**src/hdl/quoted_field_splitter_unit_macros.svh**
```systemverilog
// assertion macros for the quoted field splitter
// no dependencies; included by the modules that carry assertions
`ifndef QUOTED_FIELD_SPLITTER_UNIT_MACROS_SVH
`define QUOTED_FIELD_SPLITTER_UNIT_MACROS_SVH

// same-cycle implication, disabled during reset
`define QFS_ASSERT_SAME(lbl, clk, rst_n, ante, cons) \
    lbl: assert property (@(posedge clk) disable iff (!(rst_n)) (ante) |-> (cons)) \
        else $error("qfs assertion failed");

// next-cycle implication, disabled during reset
`define QFS_ASSERT_NEXT(lbl, clk, rst_n, ante, cons) \
    lbl: assert property (@(posedge clk) disable iff (!(rst_n)) (ante) |=> (cons)) \
        else $error("qfs assertion failed");

`endif

```
**src/hdl/qfs_pkg.sv**
```systemverilog
// shared types and constants of the quoted field splitter
// no dependencies
`default_nettype none

package qfs_pkg;

    localparam int unsigned PENDING_DEPTH_DEF = 32;

    localparam logic [7:0] CH_QUOTE    = 8'h22;
    localparam logic [7:0] CH_CR       = 8'h0D;
    localparam logic [7:0] CH_LF       = 8'h0A;
    localparam logic [7:0] CH_NUL      = 8'h00;
    localparam logic [7:0] CH_SPACE    = 8'h20;
    localparam logic [7:0] CH_TAB      = 8'h09;
    localparam logic [7:0] DELIM_RESET = 8'h3A;

    typedef enum logic [4:0] {
        OUT_NONE      = 5'b00001,
        OUT_CHAR_IN   = 5'b00010,
        OUT_CHAR_HELD = 5'b00100,
        OUT_BLANK     = 5'b01000,
        OUT_FEND      = 5'b10000
    } t_out_sel;

    typedef struct packed {
        logic     capture;
        logic     push_blank;
        logic     start_flush;
        logic     flush_step;
        logic     clear_count;
        logic     out_load;
        t_out_sel out_sel;
        logic     out_ovf;
        logic     out_rec;
        logic     out_last;
    } t_dp_cmd;

    typedef struct packed {
        logic in_kind;
        logic is_quote;
        logic is_delim;
        logic is_crlf;
        logic is_nul;
        logic is_blank;
        logic count_zero;
        logic count_full;
        logic flush_last;
        logic out_free;
    } t_dp_stat;

endpackage

`default_nettype wire

```
**src/hdl/qfs_ifs.sv**
```systemverilog
// valid/ready channel interfaces for input bytes and result items
// no dependencies
`default_nettype none

interface qfs_in_if;
    logic       valid;
    logic       ready;
    logic       kind;
    logic [7:0] char_in;

    modport source (output valid, kind, char_in, input ready);
    modport sink (input valid, kind, char_in, output ready);
endinterface

interface qfs_res_if;
    logic       valid;
    logic       ready;
    logic [7:0] char_out;
    logic       has_char;
    logic       field_end;
    logic       record_end;
    logic       overflow;
    logic       last;

    modport source (output valid, char_out, has_char, field_end, record_end, overflow, last,
                    input ready);
    modport sink (input valid, char_out, has_char, field_end, record_end, overflow, last,
                  output ready);
endinterface

`default_nettype wire

```
**src/hdl/qfs_datapath.sv**
```systemverilog
// datapath: delimiter register, byte classification, blank buffer, output register
// depends on qfs_pkg, qfs_ifs and the assertion macro header
`default_nettype none
`include "quoted_field_splitter_unit_macros.svh"

module qfs_datapath
    import qfs_pkg::*;
#(
    parameter int unsigned PENDING_DEPTH = PENDING_DEPTH_DEF
) (
    input  wire logic         i_clk,
    input  wire logic         i_rst_n,
    input  wire logic         i_cfg_we,
    input  wire logic [7:0]   i_cfg_data,
    input  wire logic         i_kind,
    input  wire logic [7:0]   i_char,
    input  wire t_dp_cmd      i_cmd,
    output t_dp_stat          o_stat,
    qfs_res_if.source         o_res
);

    localparam int unsigned AW = (PENDING_DEPTH > 1) ? $clog2(PENDING_DEPTH) : 1;
    localparam int unsigned CW = $clog2(PENDING_DEPTH + 1);
    localparam logic [CW-1:0] CNT_FULL = CW'(PENDING_DEPTH);
    localparam logic [CW-1:0] CNT_ONE  = CW'(1);

    logic [7:0]    r_delim;
    logic [CW-1:0] r_count;
    logic [CW-1:0] r_rd_idx;
    logic [CW-1:0] n_rd_idx;
    logic [7:0]    r_hold_char;
    logic          r_rd_tab;
    logic          r_mem [PENDING_DEPTH];
    logic          r_out_valid;
    logic [7:0]    r_char_out;
    logic          r_has_char;
    logic          r_field_end;
    logic          r_record_end;
    logic          r_overflow;
    logic          r_last;
    logic          w_out_free;

    assign w_out_free = !r_out_valid || o_res.ready;

    always_comb begin
        o_stat.in_kind    = i_kind;
        o_stat.is_quote   = (i_char == CH_QUOTE);
        o_stat.is_delim   = (i_char == r_delim);
        o_stat.is_crlf    = (i_char == CH_CR) || (i_char == CH_LF);
        o_stat.is_nul     = (i_char == CH_NUL);
        o_stat.is_blank   = (i_char == CH_SPACE) || (i_char == CH_TAB);
        o_stat.count_zero = (r_count == '0);
        o_stat.count_full = (r_count == CNT_FULL);
        o_stat.flush_last = ((r_rd_idx + CNT_ONE) == r_count);
        o_stat.out_free   = w_out_free;
    end

    always_ff @(posedge i_clk) begin
        if (!i_rst_n) begin
            r_delim <= DELIM_RESET;
        end else if (i_cfg_we) begin
            r_delim <= i_cfg_data;
        end
    end

    always_ff @(posedge i_clk) begin
        if (!i_rst_n) begin
            r_count <= '0;
        end else if (i_cmd.clear_count) begin
            r_count <= '0;
        end else if (i_cmd.push_blank) begin
            r_count <= r_count + CNT_ONE;
        end
    end

    always_comb begin
        n_rd_idx = r_rd_idx;
        if (i_cmd.start_flush) begin
            n_rd_idx = '0;
        end else if (i_cmd.flush_step) begin
            n_rd_idx = r_rd_idx + CNT_ONE;
        end
    end

    always_ff @(posedge i_clk) begin
        if (!i_rst_n) begin
            r_rd_idx <= '0;
        end else begin
            r_rd_idx <= n_rd_idx;
        end
    end

    // blank buffer keeps one bit per entry: tab or space
    always_ff @(posedge i_clk) begin
        if (i_cmd.push_blank) begin
            r_mem[r_count[AW-1:0]] <= (i_char == CH_TAB);
        end
        r_rd_tab <= r_mem[n_rd_idx[AW-1:0]];
    end

    always_ff @(posedge i_clk) begin
        if (i_cmd.capture) begin
            r_hold_char <= i_char;
        end
    end

    always_ff @(posedge i_clk) begin
        if (!i_rst_n) begin
            r_out_valid <= 1'b0;
        end else if (i_cmd.out_load) begin
            r_out_valid <= 1'b1;
        end else if (o_res.ready) begin
            r_out_valid <= 1'b0;
        end
    end

    always_ff @(posedge i_clk) begin
        if (i_cmd.out_load) begin
            r_overflow   <= i_cmd.out_ovf;
            r_record_end <= i_cmd.out_rec;
            r_last       <= i_cmd.out_last;
            unique case (i_cmd.out_sel)
                OUT_CHAR_IN: begin
                    r_char_out  <= i_char;
                    r_has_char  <= 1'b1;
                    r_field_end <= 1'b0;
                end
                OUT_CHAR_HELD: begin
                    r_char_out  <= r_hold_char;
                    r_has_char  <= 1'b1;
                    r_field_end <= 1'b0;
                end
                OUT_BLANK: begin
                    r_char_out  <= r_rd_tab ? CH_TAB : CH_SPACE;
                    r_has_char  <= 1'b1;
                    r_field_end <= 1'b0;
                end
                OUT_FEND: begin
                    r_char_out  <= '0;
                    r_has_char  <= 1'b0;
                    r_field_end <= 1'b1;
                end
                default: begin
                    r_char_out  <= '0;
                    r_has_char  <= 1'b0;
                    r_field_end <= 1'b0;
                end
            endcase
        end
    end

    assign o_res.valid      = r_out_valid;
    assign o_res.char_out   = r_char_out;
    assign o_res.has_char   = r_has_char;
    assign o_res.field_end  = r_field_end;
    assign o_res.record_end = r_record_end;
    assign o_res.overflow   = r_overflow;
    assign o_res.last       = r_last;

    `QFS_ASSERT_SAME(a_count_bound, i_clk, i_rst_n, 1'b1, r_count <= CNT_FULL)
    `QFS_ASSERT_SAME(a_load_free, i_clk, i_rst_n, i_cmd.out_load, w_out_free)
    `QFS_ASSERT_SAME(a_flush_nonempty, i_clk, i_rst_n, i_cmd.start_flush, r_count != '0)
    `QFS_ASSERT_SAME(a_step_in_range, i_clk, i_rst_n, i_cmd.flush_step, r_rd_idx < r_count)
    `QFS_ASSERT_NEXT(a_push_grows, i_clk, i_rst_n, i_cmd.push_blank && !i_cmd.clear_count,
                     r_count == $past(r_count) + CNT_ONE)

endmodule

`default_nettype wire

```
**src/hdl/qfs_controller.sv**
```systemverilog
// controller: parse mode, field flags and the flush sequencer
// depends on qfs_pkg
`default_nettype none

module qfs_controller
    import qfs_pkg::*;
(
    input  wire logic     i_clk,
    input  wire logic     i_rst_n,
    input  wire logic     i_in_valid,
    output logic          o_in_ready,
    input  wire t_dp_stat i_stat,
    output t_dp_cmd       o_cmd
);

    typedef enum logic [2:0] {
        ST_IDLE  = 3'b001,
        ST_FLUSH = 3'b010,
        ST_CHAR  = 3'b100
    } t_state;

    typedef enum logic [3:0] {
        MODE_OUT   = 4'b0001,
        MODE_IN    = 4'b0010,
        MODE_QSEEN = 4'b0100,
        MODE_DONE  = 4'b1000
    } t_mode;

    t_state r_state, n_state;
    t_mode  r_mode, n_mode;
    logic   r_nonempty, n_nonempty;
    logic   r_started, n_started;

    always_comb begin
        t_mode m;
        logic  accept;
        logic  do_add;
        logic  do_end;
        logic  end_rec;

        n_state    = r_state;
        n_mode     = r_mode;
        n_nonempty = r_nonempty;
        n_started  = r_started;
        o_cmd      = '0;
        o_cmd.out_sel = OUT_NONE;
        o_in_ready = 1'b0;
        m       = r_mode;
        accept  = 1'b0;
        do_add  = 1'b0;
        do_end  = 1'b0;
        end_rec = 1'b0;

        unique case (r_state)
            ST_IDLE: begin
                o_in_ready = i_stat.out_free;
                accept     = i_in_valid && i_stat.out_free;
            end
            ST_FLUSH: begin
                if (i_stat.out_free) begin
                    o_cmd.out_load   = 1'b1;
                    o_cmd.out_sel    = OUT_BLANK;
                    o_cmd.flush_step = 1'b1;
                    if (i_stat.flush_last) begin
                        n_state = ST_CHAR;
                    end
                end
            end
            ST_CHAR: begin
                if (i_stat.out_free) begin
                    o_cmd.out_load    = 1'b1;
                    o_cmd.out_sel     = OUT_CHAR_HELD;
                    o_cmd.out_last    = 1'b1;
                    o_cmd.clear_count = 1'b1;
                    n_started         = 1'b1;
                    n_state           = ST_IDLE;
                end
            end
            default: begin
                n_state = ST_IDLE;
            end
        endcase

        if (accept) begin
            o_cmd.capture = 1'b1;
            if (r_mode == MODE_DONE) begin
                if (i_stat.in_kind) begin
                    n_mode = MODE_OUT;
                end
            end else if (r_mode == MODE_QSEEN && !i_stat.in_kind && i_stat.is_quote) begin
                do_add = 1'b1;
                n_mode = MODE_IN;
            end else begin
                m      = (r_mode == MODE_QSEEN) ? MODE_OUT : r_mode;
                n_mode = m;
                priority if (i_stat.in_kind) begin
                    do_end  = 1'b1;
                    end_rec = 1'b1;
                    n_mode  = MODE_OUT;
                end else if (i_stat.is_nul) begin
                    do_end  = 1'b1;
                    end_rec = 1'b1;
                    n_mode  = MODE_DONE;
                end else if (m == MODE_OUT && !r_nonempty && i_stat.is_quote) begin
                    n_mode = MODE_IN;
                end else if (m == MODE_IN && i_stat.is_quote) begin
                    n_mode = MODE_QSEEN;
                end else if (m == MODE_OUT && i_stat.is_delim) begin
                    do_end = 1'b1;
                end else if (m == MODE_OUT && i_stat.is_crlf) begin
                    do_end  = 1'b1;
                    end_rec = 1'b1;
                    n_mode  = MODE_DONE;
                end else begin
                    do_add = 1'b1;
                end
            end
        end

        if (do_end) begin
            o_cmd.out_load    = 1'b1;
            o_cmd.out_sel     = OUT_FEND;
            o_cmd.out_rec     = end_rec;
            o_cmd.out_last    = 1'b1;
            o_cmd.clear_count = 1'b1;
            n_nonempty        = 1'b0;
            n_started         = 1'b0;
        end

        if (do_add) begin
            n_nonempty = 1'b1;
            if (i_stat.is_blank) begin
                if (r_started) begin
                    if (!i_stat.count_full) begin
                        o_cmd.push_blank = 1'b1;
                    end else begin
                        o_cmd.out_load = 1'b1;
                        o_cmd.out_ovf  = 1'b1;
                        o_cmd.out_last = 1'b1;
                    end
                end
            end else if (i_stat.count_zero) begin
                o_cmd.out_load = 1'b1;
                o_cmd.out_sel  = OUT_CHAR_IN;
                o_cmd.out_last = 1'b1;
                n_started      = 1'b1;
            end else begin
                o_cmd.start_flush = 1'b1;
                n_state           = ST_FLUSH;
            end
        end
    end

    always_ff @(posedge i_clk) begin
        if (!i_rst_n) begin
            r_state    <= ST_IDLE;
            r_mode     <= MODE_OUT;
            r_nonempty <= 1'b0;
            r_started  <= 1'b0;
        end else begin
            r_state    <= n_state;
            r_mode     <= n_mode;
            r_nonempty <= n_nonempty;
            r_started  <= n_started;
        end
    end

endmodule

`default_nettype wire

```
**src/hdl/quoted_field_splitter_unit.sv**
```systemverilog
// Quoted field splitter, top level.
// Input channel i_in: one item per transfer, kind 0 carries a line byte in char_in,
// kind 1 marks the end of the line. Output channel o_res: one result per transfer,
// a field byte, a field end (with record_end on the one that closes the record) or
// an overflow flag; last marks the final result of an input item.
// The delimiter register is written through i_cfg_we / i_cfg_data; the user must
// do so only while idle, which the block does not enforce. Results come from an
// output register; a single result is valid in the cycle after its input transfer.
// An item that gives no result or a single result leaves the controller idle, so
// a byte may follow every cycle. A non-blank byte that releases n waiting blanks
// makes the controller walk the blank buffer one entry per cycle through its single
// registered read port, then send the byte. Reset returns to outside quotes with an
// empty field, delimiter ':', no waiting blanks and an empty output register.
// When o_res.ready is low the output register holds its result, the buffer walk
// pauses and i_in.ready stays low until the register can be loaded again.
// depends on qfs_pkg, qfs_ifs, qfs_controller and qfs_datapath
`default_nettype none

module quoted_field_splitter_unit
    import qfs_pkg::*;
#(
    parameter int unsigned PENDING_DEPTH = PENDING_DEPTH_DEF
) (
    input  wire logic       i_clk,
    input  wire logic       i_rst_n,
    input  wire logic       i_cfg_we,
    input  wire logic [7:0] i_cfg_data,
    qfs_in_if.sink          i_in,
    qfs_res_if.source       o_res
);

    t_dp_cmd  w_cmd;
    t_dp_stat w_stat;

    qfs_controller u_ctrl (
        .i_clk      (i_clk),
        .i_rst_n    (i_rst_n),
        .i_in_valid (i_in.valid),
        .o_in_ready (i_in.ready),
        .i_stat     (w_stat),
        .o_cmd      (w_cmd)
    );

    qfs_datapath #(
        .PENDING_DEPTH (PENDING_DEPTH)
    ) u_dp (
        .i_clk      (i_clk),
        .i_rst_n    (i_rst_n),
        .i_cfg_we   (i_cfg_we),
        .i_cfg_data (i_cfg_data),
        .i_kind     (i_in.kind),
        .i_char     (i_in.char_in),
        .i_cmd      (w_cmd),
        .o_stat     (w_stat),
        .o_res      (o_res)
    );

endmodule

`default_nettype wire
```
**src/flat_wrapper.sv**
```systemverilog
// flat-port wrapper written by rule: the top's interface ports become plain ports
module quoted_field_splitter_unit_flat import qfs_pkg::*;
#(
    parameter int unsigned PENDING_DEPTH = PENDING_DEPTH_DEF
)
  (i_clk, i_rst_n, i_cfg_we, i_cfg_data, i_in_valid, i_in_kind, i_in_char_in, i_in_ready, o_res_valid, o_res_char_out, o_res_has_char, o_res_field_end, o_res_record_end, o_res_overflow, o_res_last, o_res_ready);
  qfs_in_if i_in_i ();
  qfs_res_if o_res_i ();
  input  wire logic i_clk;
  input  wire logic i_rst_n;
  input  wire logic i_cfg_we;
  input  wire logic [7:0] i_cfg_data;
  input wire logic [$bits(i_in_i.valid)-1:0] i_in_valid;
  input wire logic [$bits(i_in_i.kind)-1:0] i_in_kind;
  input wire logic [$bits(i_in_i.char_in)-1:0] i_in_char_in;
  output wire logic [$bits(i_in_i.ready)-1:0] i_in_ready;
  output wire logic [$bits(o_res_i.valid)-1:0] o_res_valid;
  output wire logic [$bits(o_res_i.char_out)-1:0] o_res_char_out;
  output wire logic [$bits(o_res_i.has_char)-1:0] o_res_has_char;
  output wire logic [$bits(o_res_i.field_end)-1:0] o_res_field_end;
  output wire logic [$bits(o_res_i.record_end)-1:0] o_res_record_end;
  output wire logic [$bits(o_res_i.overflow)-1:0] o_res_overflow;
  output wire logic [$bits(o_res_i.last)-1:0] o_res_last;
  input wire logic [$bits(o_res_i.ready)-1:0] o_res_ready;
  assign i_in_i.valid = i_in_valid;
  assign i_in_i.kind = i_in_kind;
  assign i_in_i.char_in = i_in_char_in;
  assign i_in_ready = i_in_i.ready;
  assign o_res_valid = o_res_i.valid;
  assign o_res_char_out = o_res_i.char_out;
  assign o_res_has_char = o_res_i.has_char;
  assign o_res_field_end = o_res_i.field_end;
  assign o_res_record_end = o_res_i.record_end;
  assign o_res_overflow = o_res_i.overflow;
  assign o_res_last = o_res_i.last;
  assign o_res_i.ready = o_res_ready;
  quoted_field_splitter_unit #(.PENDING_DEPTH(PENDING_DEPTH)) u_core (.i_clk(i_clk), .i_rst_n(i_rst_n), .i_cfg_we(i_cfg_we), .i_cfg_data(i_cfg_data), .i_in(i_in_i), .o_res(o_res_i));
endmodule
```
**config.mk**
```make
export PLATFORM = sky130hd
export DESIGN_NAME = quoted_field_splitter_unit_flat
export DESIGN_NICKNAME = d
export VERILOG_FILES = /design/src/hdl/qfs_pkg.sv /design/src/hdl/qfs_ifs.sv /design/src/hdl/qfs_datapath.sv /design/src/hdl/qfs_controller.sv /design/src/hdl/quoted_field_splitter_unit.sv /design/src/flat_wrapper.sv
export VERILOG_INCLUDE_DIRS = /design/src /design/src/hdl
export SDC_FILE = /design/constraint.sdc
export NUM_CORES = 1
export LEC_CHECK = 0
export BUFFER_PORTS_ARGS = -buffer_cell sky130_fd_sc_hd__buf_2
export CAP_MARGIN = 20
export CORE_UTILIZATION = 50
export DETAILED_ROUTE_END_ITERATION = 12
export PLACE_DENSITY = 0.68
export SLEW_MARGIN = 30
export SYNTH_ARGS = -nofsm -noshare
export SYNTH_HDL_FRONTEND = slang
export SYNTH_SLANG_ARGS = --single-unit
export TNS_END_PERCENT = 20
```
**constraint.sdc**
```tcl
create_clock -name i_clk -period 5 [get_ports i_clk]
set_clock_uncertainty 0.05 [all_clocks]
set_input_delay 1 -clock i_clk [delete_from_list [all_inputs] [get_ports i_clk]]
set_output_delay 1 -clock i_clk [all_outputs]
set_load 0.005 [all_outputs]
```
==> impl_metrics.env, run 1 <==
export IMPL_run_status="finished with violations"
export IMPL_violations="design-rule violations"
export IMPL_grt_overflow_total=0
export IMPL_holdPathEnd="u_core.u_dp.r_delim[1]"
export IMPL_firstDrtPassIters=10
export IMPL_die_w_um=97.7
export IMPL_synthArstFlopShare_pct=0
export IMPL_clock_sinks=84
export IMPL_reg2regPathDepth=7
export IMPL_startpoint_type="primary input"
export IMPL_crit_family="simple AND/OR/NAND/NOR gates"
export IMPL_path_buf_inv=1
export IMPL_postLayoutCoreUtil_pct=57.3
export IMPL_drc=2
export IMPL_synth_avg_cell_area_um2=10.1
export IMPL_n_antenna_cell=0
export IMPL_setup_tns_final_ps=0
export IMPL_h_tree_depth=3
export IMPL_yosys_warnings=0
export IMPL_clock_tree_root_cell="clkbuf_8"
export IMPL_syn_num_nets=480
export IMPL_worstPathArrival_ps=3680
export IMPL_cts_tree="yes"
export IMPL_r2r_setup_slack_ps=1750
export IMPL_p_sw_share_pct=24.4
export IMPL_area_growth_pct=10.2
export IMPL_powerDensity_mw_per_mm2=268
export IMPL_critical_path_class="in -> reg"
export IMPL_finalMaxSlewViolations=0
export IMPL_synth_distinct_cells=69
export IMPL_period_share_pct=76.0
export IMPL_grt_usage_pct=24.2
export IMPL_r2r_end="u_core.u_dp.o_res.char_out[1]"
export IMPL_clk_latency_ps=370
export IMPL_cts_buffer_depth=2
export IMPL_max_vdd_ir_drop_uv=140
export IMPL_grt_max_degree=33
export IMPL_min_delay_start="u_core.u_dp.r_delim[1]"
export IMPL_grt_pass1_wl_um=17900
export IMPL_synthCells=453
export IMPL_wl_um=10900
export IMPL_synth_seq_area_share_pct=48.3
export IMPL_post_cts_repair_setup_buffers=0
export IMPL_io_buffers=36
export IMPL_grt_setup_unrepaired="no"
export IMPL_ctsResizeCount=0
export IMPL_synth_edf_count=53
export IMPL_whs_path_depth=2
export IMPL_drtAntennaViolNets=0
export IMPL_r2r_start="u_core.u_ctrl.r_mode[2]"
export IMPL_crit_path_end_kind="register"
export IMPL_drt_iter0_drc=310
export IMPL_grt_pass1_vias=3464
export IMPL_io_pins=37
export IMPL_p_clk_share_pct=36.6
export IMPL_drv_cap=0
export IMPL_synthFlopType="edfxtp_1"
export IMPL_slew_headroom_pct=55.0
export IMPL_p_int_w=0.00102
export IMPL_cts_clk_slew_worst_paths_ps=90
export IMPL_critical_path_max_fanout=13
export IMPL_dp_cells=575
export IMPL_antenna_found_initial=0
export IMPL_drive_gt1_share_pct=17.1
export IMPL_cp_slowest_stage_delay_ps=560
export IMPL_core_area_mm2=0.00881
export IMPL_start_util_pct=52.0
export IMPL_rows=34
export IMPL_netSwitchingPower_w=0.000329
export IMPL_slowest_stage="or3_1"
export IMPL_place_congestion=0.884
export IMPL_finalHoldViolations=0
export IMPL_avgViaCountPerCell=6.11
export IMPL_dr_total_vias=3615
export IMPL_die_area_mm2=0.00954
export IMPL_crit_path_cell_trace="buf_2 > or3_1 > or3b_1 > nor3_2 > o31ai_4 > and4_1 > nor2_2 > nand3_1"
export IMPL_max_freq_mhz=263
export IMPL_cts_made_buffers=9
export IMPL_ys_seq_elements=84
export IMPL_setup_violations=0
export IMPL_final_common_cell="nor2_1"
export IMPL_syn_area_mm2=0.00458
export IMPL_die_h_um=97.7
export IMPL_final_cell_mix="nor2_1 (60), edfxtp_1 (53), nand2_1 (36), buf_2 (36), dfxtp_1 (31)"
export IMPL_required_ps=4880
export IMPL_power_leakage_nw=1.72
export IMPL_hpwl_um=7560
export IMPL_min_path_type="reg -> reg"
export IMPL_worst_pin_slew_ps=673
export IMPL_period_needed_ps=3800
export IMPL_pwr_share_seq_pct=56.4
export IMPL_p_comb_share_pct=7.0
export IMPL_avgRoutedWirePerCell_um=18.4
export IMPL_nets=506
export IMPL_finalNonFillerCells=592
export IMPL_p_total_w=0.00135
export IMPL_hold_buffers=0
cells by family (layout without fill, tap and decap cells):
logic type	count (synthesis)	count (layout)	share of synthesized area, %
flops	84	84	48.3
fa+ha+maj	5	5	1.37
compound gates	84	84	14.3
mux	21	21	4.70
buf+inv	36	67	3.39
simple gates	198	198	23.1
xor+xnor	25	25	4.78
power groups by stage:
stage          Clock (W)  Combinational [W]  Sequential, W
6_report        0.000495          0.0000941       0.000762
5_1_grt         0.000533           0.000103       0.000764
4_1_cts         0.000501          0.0000933       0.000762
3_5_place_dp           0          0.0000927       0.000778
3_3_place_gp           0          0.0000913       0.000777
2_1_floorplan          0          0.0000535       0.000777
per-layer routing:
metal / track usage (%) / share of wire (%) / routed length (um)
met3: 4.53 / 5.9 / 637
met2: 34.6 / 43 / 4700
met5: 0 / 0 / 0
met4: 8.86 / 1.7 / 182
met1: 36.2 / 49 / 5360
worst max-delay path by stage:
stage / from / endpoint / slack [ps] / cells past startpoint
floorplan: i_in_char_in[4] / u_core.u_dp.o_res.char_out[0] / 1430 / 9
global placement: i_in_char_in[4] / u_core.u_dp.o_res.char_out[7] / 1010 / 8
detailed placement: i_in_char_in[4] / u_core.u_dp.o_res.char_out[7] / 890 / 8
CTS: i_in_char_in[4] / u_core.u_dp.o_res.char_out[1] / 1240 / 8
global route: i_in_char_in[4] / u_core.u_dp.o_res.char_out[2] / 1030 / 8
finish: i_in_char_in[4] / u_core.u_dp.o_res.char_out[1] / 1200 / 8
through the flow:
step | instance area (um^2) | setup slack, ps | hold WS [ps]
6_report | 5040 | 1200 | 464
3_5_place_dp | 4830 | 892 | 447
4_1_cts | 5020 | 1240 | 472
5_1_grt | 5040 | 1030 | 504
2_1_floorplan | 4580 | 1430 | 414
3_3_place_gp | 4830 | 1010 | 432
worst reg2reg max path, stage by stage (launching register included):
cell,delay (ps)
dfxtp_1,580
nor4b_1,100
or3_1,400
a21o_1,250
o31ai_4,380
and4_1,490
nor2_2,120
nand3_1,510
layout make-up:
cell class / count / area (um^2)
fillers: 770 / 3760
clock inverters: 7 / 72.6
well taps: 108 / 135
multi-input cells: 333 / 2240
repair buffers: 41 / 221
inverters: 10 / 37.5
flip-flops and latches: 84 / 2210
clock buffers: 9 / 124
flip-flops by register name, summed over array words and instances (netlist names), 3 cells and up:
name                        cells
u_core.u_ctrl.r_state           3
u_core.u_dp.r_hold_char         8
u_core.u_dp.r_delim             8
u_core.u_dp.r_count             6
u_core.u_dp.r_mem              32
u_core.u_ctrl.r_mode            4
u_core.u_dp.r_rd_idx            6
u_core.u_dp.o_res.char_out      8
synth_stat cells, drive strengths merged, types with 8 or more instances:
| cell type | n | area share [%] |
|---|---|---|
| a211oi | 10 | 1.6 |
| a21oi | 12 | 1.3 |
| buf | 11 | 1.3 |
| clkbuf | 15 | 1.2 |
| dfxtp | 31 | 14 |
| edfxtp | 53 | 35 |
| inv | 9 | 0.74 |
| mux2i | 17 | 3.7 |
| nand2 | 36 | 3.0 |
| nand3 | 19 | 2.1 |
| nor2 | 62 | 5.2 |
| nor3 | 11 | 1.3 |
| o21ai | 9 | 1.1 |
| or3 | 9 | 1.2 |
| xnor2 | 17 | 3.3 |
| xor2 | 8 | 1.5 |
Note: power is estimated with default switching activity, not from simulation.
==> run 2: changes to the inputs <==
Settings changed: ABC_AREA from default to 1, PLACE_DENSITY 0.68 to 0.69.
Clock period 5 ns to 3.6 ns, I/O delays scaled along.
==> run 2 against run 1 <==
The flow now finishes without violations. Register-to-register slack got worse by 680 ps. Worst hold slack got worse by 39 ps. Non-clock buffer count decreased by 3. First-iteration DRC count decreased by 35%. Cell count increased by 11%. Via count decreased by 2.2%. Critical path type unchanged. Largest cell class is now sequential cells.
==> impl_metrics.env, run 2 <==
export IMPL_clock_tree_root_cell="clkbuf_8"
export IMPL_drv_cap=0
export IMPL_startpoint_type="primary input"
export IMPL_whs_path_depth=2
export IMPL_synthCells=510
export IMPL_grt_max_degree=33
export IMPL_final_area_mm2=0.00481
export IMPL_period_share_pct=75.6
export IMPL_yosysTopAreaCell="edfxtp_1"
export IMPL_drtAntennaViolNets=0
export IMPL_p_total_w=0.00187
export IMPL_clk_latency_ps=370
export IMPL_synth_edf_count=53
export IMPL_synth_top_cell_area_share_pct=36.7
export IMPL_crit_path_end_kind="register"
export IMPL_setup_violations=0
export IMPL_largest_reg_flops=32
export IMPL_final_cell_mix="nand2_1 (90), nor2_1 (73), inv_1 (72), nand3_1 (57), edfxtp_1 (53)"
export IMPL_cts_clk_slew_worst_paths_ps=90
export IMPL_finalHoldViolations=0
export IMPL_power_leakage_nw=2.01
export IMPL_yosys_warnings=0
export IMPL_required_ps=3820
export IMPL_grt_pass1_wl_um=16500
export IMPL_dp_slack_ps=514
export IMPL_synth_avg_cell_area_um2=8.51
export IMPL_drive_gt1_share_pct=16.8
export IMPL_h_tree_depth=3
export IMPL_clock_sinks=84
export IMPL_avgViaCountPerCell=5.36
export IMPL_hpwl_um=7140
export IMPL_pwr_share_seq_pct=56.6
export IMPL_wl_um=9780
export IMPL_p_sw_share_pct=24.5
export IMPL_hold_buffers=0
export IMPL_cts_buffer_depth=2
export IMPL_synth_most_common_cell="nand2_1"
export IMPL_finalMaxSlewViolations=0
export IMPL_min_path_type="reg -> reg"
export IMPL_period_needed_ps=2720
export IMPL_antenna_found_initial=0
export IMPL_grt_pass1_vias=3415
export IMPL_run_status="finished clean"
export IMPL_p_int_w=0.00141
export IMPL_grt_usage_pct=24.2
export IMPL_critical_path_class="in -> reg"
export IMPL_max_freq_mhz=367
export IMPL_p_comb_share_pct=6.4
export IMPL_drc=0
export IMPL_setup_tns_final_ps=0
export IMPL_worst_pin_slew_ps=794
export IMPL_p_clk_share_pct=36.9
export IMPL_ys_seq_elements=84
export IMPL_min_delay_start="u_core.u_ctrl.r_nonempty"
export IMPL_post_cts_repair_setup_buffers=0
export IMPL_die_area_mm2=0.00905
export IMPL_firstDrtPassIters=5
export IMPL_die_w_um=95.2
export IMPL_grt_overflow_total=0
export IMPL_nets=577
export IMPL_core_area_mm2=0.00830
export IMPL_synthFlopType="edfxtp_1"
export IMPL_place_area_mm2=0.00462
export IMPL_io_pins=37
export IMPL_slew_headroom_pct=47.0
export IMPL_cts_tree="yes"
export IMPL_cts_made_buffers=9
export IMPL_syn_num_nets=537
export IMPL_syn_area_mm2=0.00434
export IMPL_r2r_start="u_core.u_ctrl.r_mode[0]"
export IMPL_die_h_um=95.2
export IMPL_synth_distinct_cells=43
export IMPL_synth_seq_area_share_pct=51.0
export IMPL_netSwitchingPower_w=0.000458
export IMPL_place_congestion=0.940
export IMPL_synthArstFlopShare_pct=0
export IMPL_worstPathArrival_ps=2940
export IMPL_holdPathEnd="u_core.u_ctrl.r_nonempty"
export IMPL_dr_total_vias=3537
export IMPL_rows=33
export IMPL_final_common_cell="nand2_1"
export IMPL_synthTopCellsByCount="nand2_1 (90), nor2_1 (73), inv_1 (72)"
export IMPL_area_growth_pct=10.8
export IMPL_drt_iter0_drc=202
export IMPL_reg2regPathDepth=14
export IMPL_powerDensity_mw_per_mm2=389
export IMPL_setup_slack_ps=878
export IMPL_n_antenna_cell=0
export IMPL_yosys_top_cells_area="edfxtp_1 (37%), dfxtp_1 (14%), nand2_1 (7.8%), nand3_1 (6.6%), nor2_1 (6.3%)"
export IMPL_avgRoutedWirePerCell_um=14.8
export IMPL_max_vdd_ir_drop_uv=161
export IMPL_ctsResizeCount=0
export IMPL_critical_path_max_fanout=14
export IMPL_r2r_setup_slack_ps=1070
export IMPL_io_buffers=36
export IMPL_r2r_end="u_core.u_dp.o_res.valid"
export IMPL_start_util_pct=52.3
export IMPL_grt_setup_unrepaired="no"
run 2: worst max path at each step:
stage          cells past startpoint             from                       endpoint
2_1_floorplan                     12      o_res_ready  u_core.u_dp.o_res.char_out[0]
3_3_place_gp                      15  i_in_char_in[5]        u_core.u_dp.o_res.valid
3_5_place_dp                      15  i_in_char_in[6]        u_core.u_dp.o_res.valid
4_1_cts                           15  i_in_char_in[6]        u_core.u_dp.o_res.valid
5_1_grt                           15  i_in_char_in[6]        u_core.u_dp.o_res.valid
6_report                          15  i_in_char_in[6]        u_core.u_dp.o_res.valid
run 2: layer usage:
layer,up-vias,global-route usage (%),wire length [um]
met1,1662,34.5,4710
li1,1751,-,-
met5,-,0,0
met3,17,4.23,492
met2,107,36.0,4340
met4,0,10.5,227
run 2: power by group through the flow:
stage | sequential, W | combinational (W) | clock, W
floorplan | 0.00108 | 0.0000684 | 0
global placement | 0.00108 | 0.000118 | 0
detailed placement | 0.00108 | 0.000120 | 0
CTS | 0.00106 | 0.000121 | 0.000695
global route | 0.00106 | 0.000137 | 0.000730
finish | 0.00106 | 0.000120 | 0.000690
run 2: cell type report:
cell class / instances / area (um^2)
clock inverter: 6 / 62.6
multi-input combinational: 335 / 1770
tap: 105 / 131
sequential: 84 / 2210
timing repair buffer: 38 / 195
inverter: 82 / 310
clock buffer: 10 / 128
fill: 736 / 3490
run 2: worst max-delay path, cell delays in order:
cell     delay (ps)
buf_2           140
nor2_1          140
nand3_1         130
nor2_1          300
nor2_2          100
nand3_1         120
nand2_1         100
nand2_1         110
inv_2            60
nand3_2         190
inv_2            70
nor3_2          250
nand2_2         270
o21ai_1         190
inv_1            50
run 2: stage by stage:
stage | cells | hold slack (ps) | utilization (%)
final | 660 | 425 | 57.9
after global routing | 660 | 447 | 57.9
after CTS | 660 | 424 | 57.9
after detailed placement | 644 | 405 | 55.6
after global placement | 644 | 409 | 55.6
after floorplan | 510 | 390 | -
run 2: kinds of logic after synthesis:
group | after synthesis | share of synthesized area [%]
AOI/OAI and AO/OA | 59 | 8.39
xor gates and xnor gates | 15 | 3.20
buffers and inverters | 91 | 8.25
and+or+nand+nor | 256 | 27.7
adders and majority gates | 5 | 1.44
DFF | 84 | 51.0
==> run 3: changes to the inputs <==
Clock period 3.6 ns to 2.7 ns, I/O delays scaled along.
==> run 3 against run 2 <==
Worst setup slack lost 550 ps. Total power grew 47%. Sequential power up 33%. Critical path depth down 1. Non-clock buffer count up 15. Combinational power rose by 34%.
==> impl_metrics.env, run 3 (same netlist as run 2, synthesis figures left out) <==
export IMPL_run_status="finished clean"
export IMPL_h_tree_depth=3
export IMPL_min_path_type="in -> reg"
export IMPL_p_total_w=0.00275
export IMPL_core_area_mm2=0.00830
export IMPL_drt_iter0_drc=193
export IMPL_cts_tree="yes"
export IMPL_critical_path_class="reg -> reg"
export IMPL_drive_gt1_share_pct=18.9
export IMPL_drv_cap=0
export IMPL_cts_made_buffers=9
export IMPL_grt_pass1_wl_um=16200
export IMPL_period_needed_ps=2370
export IMPL_max_vdd_ir_drop_uv=276
export IMPL_dp_cells=659
export IMPL_die_w_um=95.2
export IMPL_setup_slack_ps=329
export IMPL_clock_tree_root_cell="clkbuf_8"
export IMPL_n_antenna_cell=0
export IMPL_crit_path_end_kind="register"
export IMPL_hold_buffers=0
export IMPL_die_area_mm2=0.00905
export IMPL_post_cts_repair_setup_buffers=0
export IMPL_largest_reg_flops=32
export IMPL_ctsResizeCount=0
export IMPL_powerDensity_mw_per_mm2=550
export IMPL_required_ps=2910
export IMPL_worstPathArrival_ps=2580
export IMPL_grt_usage_pct=23.6
export IMPL_worst_pin_slew_ps=686
export IMPL_setup_tns_final_ps=0
export IMPL_io_pins=37
export IMPL_finalHoldViolations=0
export IMPL_grt_max_degree=33
export IMPL_avgRoutedWirePerCell_um=14.5
export IMPL_clk_latency_ps=360
export IMPL_cts_clk_slew_worst_paths_ps=90
export IMPL_io_buffers=36
export IMPL_grt_setup_unrepaired="no"
export IMPL_nets=592
export IMPL_drtAntennaViolNets=0
export IMPL_hpwl_um=7240
export IMPL_critical_path_max_fanout=14
export IMPL_avgViaCountPerCell=5.25
export IMPL_antenna_found_initial=0
export IMPL_final_common_cell="nand2_1"
export IMPL_startpoint_type="register"
export IMPL_place_congestion=0.864
export IMPL_start_util_pct=52.3
export IMPL_power_leakage_nw=2.11
export IMPL_max_freq_mhz=422
export IMPL_setup_violations=0
export IMPL_clock_sinks=84
export IMPL_finalNonFillerCells=675
export IMPL_dp_slack_ps=8.24
export IMPL_grt_overflow_total=0
export IMPL_cts_buffer_depth=2
export IMPL_finalMaxSlewViolations=0
export IMPL_die_h_um=95.2
export IMPL_fin_hold_ws_ps=341
export IMPL_area_growth_pct=15.4
export IMPL_firstDrtPassIters=4
export IMPL_dr_total_vias=3547
export IMPL_rows=33
export IMPL_drc=0
export IMPL_wl_um=9760
export IMPL_period_share_pct=87.8
export IMPL_slew_headroom_pct=54.1
export IMPL_grt_pass1_vias=3328
export IMPL_final_cell_mix="nand2_1 (90), nor2_1 (73), inv_1 (72), nand3_1 (57), edfxtp_1 (53)"
run 3: changes by cell type in the layout (fill, tap and decap cells not counted), sizes merged:
cell / previous run / this run
buf: 38 / 53
bufinv: 1 / 4
clkinv: 4 / 2
inv: 83 / 82
run 3: report_power, final:
part	leakage (nW)	internal, W	total, W	switching [W]
sequential	0.709	0.00140	0.00141	0.0000163
clock	0.131	0.000712	0.00118	0.000470
combinational	1.27	0.0000593	0.000161	0.000101
total	2.11	0.00217	0.00275	0.000588
run 3: worst max-delay path, cell delays in order (launching register included):
cell and delay [ps]:
dfxtp_1 370, nor2_1 190, o21ai_2 90, nor2_2 200, nand2_1 110, nand2_1 120
inv_1 60, o21ai_1 110, nor2_1 90, nor2_1 100, inv_1 70, nor3_2 240
nand2_2 240, o21ai_1 180, inv_1 50
run 3: layout make-up:
type                    count  area [um^2]
clock buffers              10          128
clock inverters             6          138
fillers                   717         3290
inverters                  82          310
multi-input cells         335         1770
flip-flops and latches     84         2210
well taps                 105          131
repair buffers             53          320
run 3: per-stage QoR:
step	utilization (%)	cell area (um^2)
final	60.3	5010
after global routing	60.3	5010
after CTS	60.3	5010
after detailed placement	57.2	4740
after global placement	57.2	4740
after floorplan	-	4340
run 3: final timing paths:
| kind | startpoint | end | slack (ps) | depth (start not counted) |
|---|---|---|---|---|
| max | u_core.u_ctrl.r_mode[0] | u_core.u_dp.o_res.valid | 330 | 14 |
| min | i_in_char_in[4] | u_core.u_dp.r_hold_char[4] | 340 | 1 |
| max reg2reg | u_core.u_ctrl.r_mode[0] | u_core.u_dp.o_res.valid | 330 | 14 |
| min reg2reg | u_core.u_ctrl.r_nonempty | u_core.u_ctrl.r_nonempty | 430 | 2 |
run 3: metal layers:
layer / track usage [%] / vias to the layer above / wire length [um]
li1: - / 1786 / -
met1: 32.4 / 1646 / 4570
met2: 36.1 / 101 / 4450
met3: 4.78 / 14 / 550
met4: 9.47 / 0 / 194
met5: 0 / - / 0
